`src/sv/ddpi_pkg.sv`:
```
`timescale 1ns / 1ps
// ----------------------------------------------------------------------------
// Pose integrator package
// Shared widths, the command struct and the CORDIC arctangent table.
// ----------------------------------------------------------------------------
package ddpi_pkg;

  localparam int unsigned StampW      = 52;
  localparam int unsigned PosW        = 48;
  localparam int unsigned AngW        = 32;
  localparam int unsigned RateW       = 32;
  localparam int unsigned CordicW     = 36;
  localparam int unsigned CordicStagesDef = 24;
  localparam int unsigned CfgAddrW    = 5;

  localparam logic [CfgAddrW-1:0] ADDR_INIT_X   = 5'd0;
  localparam logic [CfgAddrW-1:0] ADDR_INIT_Y   = 5'd8;
  localparam logic [CfgAddrW-1:0] ADDR_INIT_YAW = 5'd16;

  localparam logic signed [CordicW-1:0] CordicGain = 36'sd652032874;
  localparam logic signed [CordicW-1:0] OneQ30     = 36'sd1073741824;
  localparam logic [31:0] InvPiQ32 = 32'd1367130551;

  // Datapath operations
  localparam logic [2:0] OP_NONE  = 3'd0;
  localparam logic [2:0] OP_LOAD  = 3'd1;
  localparam logic [2:0] OP_PREP  = 3'd2;
  localparam logic [2:0] OP_CSTEP = 3'd3;
  localparam logic [2:0] OP_MUL1  = 3'd4;
  localparam logic [2:0] OP_MUL2  = 3'd5;
  localparam logic [2:0] OP_MUL3  = 3'd6;
  localparam logic [2:0] OP_FIN   = 3'd7;

  typedef struct packed {
    logic [2:0] op;
    logic [4:0] step;
  } ddpi_cmd_t;

  function automatic logic signed [CordicW-1:0] atan_lut(input logic [4:0] i);
    logic signed [CordicW-1:0] r;
    begin
      case (i)
        5'd0:  r = 36'sd536870912;
        5'd1:  r = 36'sd316933406;
        5'd2:  r = 36'sd167458907;
        5'd3:  r = 36'sd85004756;
        5'd4:  r = 36'sd42667331;
        5'd5:  r = 36'sd21354465;
        5'd6:  r = 36'sd10679838;
        5'd7:  r = 36'sd5340245;
        5'd8:  r = 36'sd2670163;
        5'd9:  r = 36'sd1335087;
        5'd10: r = 36'sd667544;
        5'd11: r = 36'sd333772;
        5'd12: r = 36'sd166886;
        5'd13: r = 36'sd83443;
        5'd14: r = 36'sd41722;
        5'd15: r = 36'sd20861;
        5'd16: r = 36'sd10430;
        5'd17: r = 36'sd5215;
        5'd18: r = 36'sd2608;
        5'd19: r = 36'sd1304;
        5'd20: r = 36'sd652;
        5'd21: r = 36'sd326;
        5'd22: r = 36'sd163;
        5'd23: r = 36'sd81;
        5'd24: r = 36'sd41;
        5'd25: r = 36'sd20;
        5'd26: r = 36'sd10;
        5'd27: r = 36'sd5;
        5'd28: r = 36'sd3;
        5'd29: r = 36'sd1;
        5'd30: r = 36'sd1;
        default: r = 36'sd0;
      endcase
      return r;
    end
  endfunction

endpackage

```
`src/sv/ddpi_ctrl.sv`:
```
`timescale 1ns / 1ps
// ----------------------------------------------------------------------------
// Pose integrator controller
// Sequences load, two CORDIC runs, the multiply steps and result hand-off.
// ----------------------------------------------------------------------------
module ddpi_ctrl #(
  parameter int unsigned CORDIC_STAGES = ddpi_pkg::CordicStagesDef
) (
  input  logic                clk,
  input  logic                rst_n,
  input  logic                in_valid,
  output logic                in_ready,
  output logic                out_valid,
  input  logic                out_ready,
  output ddpi_pkg::ddpi_cmd_t cmd
);

  localparam logic [2:0] S_IDLE = 3'd0;
  localparam logic [2:0] S_ROT  = 3'd1;
  localparam logic [2:0] S_MUL1 = 3'd2;
  localparam logic [2:0] S_MUL2 = 3'd3;
  localparam logic [2:0] S_MUL3 = 3'd4;
  localparam logic [2:0] S_HROT = 3'd5;
  localparam logic [2:0] S_FIN  = 3'd6;
  localparam logic [2:0] S_OUT  = 3'd7;
  localparam logic [4:0] LastStep = 5'(CORDIC_STAGES - 1);

  logic [2:0] state_r, state_nxt;
  logic [4:0] step_r, step_nxt;
  logic       have_r, have_nxt;
  logic       acc;

  assign in_ready  = (state_r == S_IDLE);
  assign out_valid = (state_r == S_OUT);
  assign acc       = in_valid && in_ready;

  always_comb begin
    state_nxt = state_r;
    step_nxt  = step_r;
    have_nxt  = have_r;
    cmd       = '{op: ddpi_pkg::OP_NONE, step: step_r};
    unique case (state_r)
      S_IDLE: begin
        if (acc) begin
          if (!have_r) begin
            cmd.op   = ddpi_pkg::OP_LOAD;
            have_nxt = 1'b1;
          end else begin
            cmd.op    = ddpi_pkg::OP_PREP;
            step_nxt  = '0;
            state_nxt = S_ROT;
          end
        end
      end
      S_ROT, S_HROT: begin
        cmd.op   = ddpi_pkg::OP_CSTEP;
        step_nxt = step_r + 5'd1;
        if (step_r == LastStep) begin
          state_nxt = (state_r == S_ROT) ? S_MUL1 : S_FIN;
        end
      end
      S_MUL1: begin
        cmd.op = ddpi_pkg::OP_MUL1;
        state_nxt = S_MUL2;
      end
      S_MUL2: begin
        cmd.op = ddpi_pkg::OP_MUL2;
        state_nxt = S_MUL3;
      end
      S_MUL3: begin
        cmd.op    = ddpi_pkg::OP_MUL3;
        step_nxt  = '0;
        state_nxt = S_HROT;
      end
      S_FIN: begin
        cmd.op = ddpi_pkg::OP_FIN;
        state_nxt = S_OUT;
      end
      S_OUT: begin
        if (out_ready) begin
          state_nxt = S_IDLE;
        end
      end
      default: state_nxt = S_IDLE;
    endcase
  end

  always_ff @(posedge clk) begin
    if (!rst_n) begin
      state_r <= S_IDLE;
      step_r  <= '0;
      have_r  <= 1'b0;
    end else begin
      state_r <= state_nxt;
      step_r  <= step_nxt;
      have_r  <= have_nxt;
    end
  end

endmodule

```
`config.mk`:
```
export PLATFORM = sky130hd
export DESIGN_NAME = ddpi_ctrl
export DESIGN_NICKNAME = d
export VERILOG_FILES = /design/src/sv/ddpi_pkg.sv /design/src/sv/ddpi_ctrl.sv
export SDC_FILE = /design/constraint.sdc
export NUM_CORES = 1
export LEC_CHECK = 0
export BUFFER_PORTS_ARGS = -buffer_cell sky130_fd_sc_hd__buf_4
export CORE_UTILIZATION = 30
export DETAILED_ROUTE_END_ITERATION = 8
export HOLD_SLACK_MARGIN = 0.06
export SLEW_MARGIN = 10
export SYNTH_ARGS = -nofsm -noshare
export SYNTH_HDL_FRONTEND = slang
export SYNTH_SLANG_ARGS = --single-unit
```
`constraint.sdc`:
```
create_clock -name clk -period 1.4 [get_ports clk]
set_clock_uncertainty 0.1 [all_clocks]
set_input_delay 0.14 -clock clk [delete_from_list [all_inputs] [get_ports clk]]
set_output_delay 0.14 -clock clk [all_outputs]
set_load 0.1 [all_outputs]
```
==> metrics <==
Inserted Diodes 0; final WL between 1000 and 1500 um; Main synth FF type dfxtp_1; Netlist Area Pre-Place 496.7 um2; Reg clk slew, reported paths ~0.060 ns; CP max FO 5; Die X about 43 um; HP Class in -> reg; Max Cap Viol 0; Rel. slew slack 81.69%; Fin Hold WS approximately 0.064 ns; critical path launch point type flip-flop; # IOs 14; outcome complete, but fails checks; setup slack, reg-to-reg 0.08 ns; unrepaired setup endpoints after global routing yes; NetSw about 0.34 mW; initial antenna violation count 0; Hold Path Sink step_r[0]$_SDFFE_PN0P_; routed len/inst 13.26 um; Nets 88; area occupied by multi-input gates around 350 um2; Final GP Congestion just under 0.7; Max Fclk 0.6864 GHz; H-tree Lvls 1; sequential power share 33.0%; Final setup viols 3; Final WS setup -0.05679 ns; Tot GR Track Use 15.71%; reg2reg end step_r[2]$_SDFFE_PN0P_; maximum vdd ir drop 521.0 uV; global-route wire length before repair between 2000 and 2500 um; die height 42.69 um; number of synthesized flops with an enable pin 0; commonest non-fill, non-tap cell in the layout buf_4; Clk pwr share 23.9%; R2R Path Start state_r[0]$_SDFFE_PN0P_; Avg Inst Size Synth 8.419 um2; Routed Antenna Nets 0; vias in the first global route ~480; clock period minus worst slack 1.457 ns; Mapped Nets 64; cts bufs inserted 3; filler cell count 143; Slew Limit Fails 0; crit path DAT ~1.2 ns; DRC 0; Reg area 203.9 um2; clock sinks 9; YS warnings 0; sequential area share after synthesis 36.27%; #FFs+latches synth 9; # rows 14; most frequent cells in the layout buf_4 (12), nand2_1 (7), buf_12 (6); hold path start rst_n; switching part of the total between 30% and 40%; Hold Crit Depth 3; kind of critical path reg -> out; Pleak approximately 0.33 nW; CP required between 1 and 1.5 ns; total gr overflow 0; Post-Syn Instances 59; Final period util 104.1%; Starting Density roughly 33%; Tot Pwr between 0.8 and 0.9 mW; crit path capture type primary output; R2R cell count 5; pin count of the biggest net entering global routing 9; combinational fraction of design power 43.1%; dpl hpwl 781.7 um; share of layout cells above drive strength 1 a little under three fifths; Iter 0 DRT Violations 4; PwrDens 1000 nW/um2; Total Die Area 1822 um2; violated checks setup timing; CORE AREA 1524 um2; CTS tree done; PortBufs 13; post-synth cell types 28; Int Pwr 0.5159 mW; Via Count 518; worst slew pin tran 0.2746 ns; vias per inst approximately 5.3; Root Buffer clkbuf_4; Layout area overhead 71.54%; clk_lat worst skew 0.26 ns; hold violation total from the final report 0; drt pass-1 iters 4; Final Core Density 55.91%; ys async rst share 0%; Clock Path Buffers 2
-- worst max path at each step --
stage                                  startpoint                 endpoint  slack (ns)  cells after the start
after detailed placement  state_r[2]$_SDFFE_PN0P_   step_r[4]$_SDFFE_PN0P_        0.06                      4
after global placement    state_r[2]$_SDFFE_PN0P_   step_r[2]$_SDFFE_PN0P_        0.08                      4
after floorplan           state_r[1]$_SDFFE_PN0P_  state_r[0]$_SDFFE_PN0P_       -0.37                      4
after global routing      state_r[2]$_SDFFE_PN0P_                 in_ready       -0.10                      3
final                     state_r[0]$_SDFFE_PN0P_                   cmd[5]       -0.06                      3
after CTS                 state_r[0]$_SDFFE_PN0P_                   cmd[5]       -0.05                      3
-- per-stage QoR --
stage,TNS [ns],instance area [um2],instances,setup slack [ns]
after floorplan,-1.392,565.5,59,-0.3743
after global placement,0,675.6,88,0.07891
after detailed placement,0,675.6,88,0.05954
after CTS,-0.1001,820.8,98,-0.05198
after global routing,-0.3145,852.1,98,-0.1012
final,-0.1201,852.1,98,-0.05679
-- timing repair --
action | CTS | global route
pin swaps | 3 | 1
hold endpoints to repair | 1 | 0
setup endpoints to repair | 5 | 5
resized for setup | 21 | 10
setup buffers | 5 | 0
hold buffers | 1 | 0
-- flip-flops by register name (all words and copies together), names as in the netlist --
name / cells
step_r: 5
state_r: 3
have_r: 1
-- power by group through the flow --
stage | clock network, mW | logic [mW] | registers (mW)
2_1_floorplan | 0 | 0.209 | 0.312
3_3_place_gp | 0 | 0.276 | 0.293
3_5_place_dp | 0 | 0.275 | 0.293
4_1_cts | 0.208 | 0.351 | 0.283
5_1_grt | 0.224 | 0.381 | 0.284
6_report | 0.204 | 0.367 | 0.281
-- metal layers --
layer  up-vias  wire length, um  track usage, %
met1       244              560           19.31
met2        10              671           24.55
met5         -                0               0
met4         0               11           5.625
met3         3               56           6.383
li1        261                -               -
-- logic make-up (layout without fill, tap and decap cells) --
group           count (synthesis)  count (layout)  synth area share, %
compound gates                 18              18                23.68
fa+ha+maj                       1               1                2.518
simple gates                   23              23                25.95
flops                           9               9                36.27
buf+inv                         5              28                6.297
xor+xnor                        3               3                5.291
-- area by class of cell --
type | count | share of cell area [%]
multi-input combinational | 45 | 40.68
sequential | 9 | 23.94
tap | 16 | 2.349
inverter | 2 | 0.8811
timing repair buffer | 22 | 29.07
clock buffer | 4 | 3.084
-- critical path: stages (launching register included) --
cell,delay (ns)
dfxtp_4,0.37
nand2b_4,0.18
o221ai_4,0.20
buf_12,0.20
-- cell usage after synthesis, types with 2 or more instances --
master	number	area, um2
o21ai_0	4	20.02
inv_1	2	7.510
a21oi_1	6	30.03
nand3_1	3	15.01
nand2_1	7	26.28
dfxtp_1	9	180.2
nand2b_1	2	12.51
nor2_1	3	11.26
o22ai_1	2	12.51
nand4b_1	2	17.52
xor2_1	2	17.52
Power figures use the tool's default switching activity.
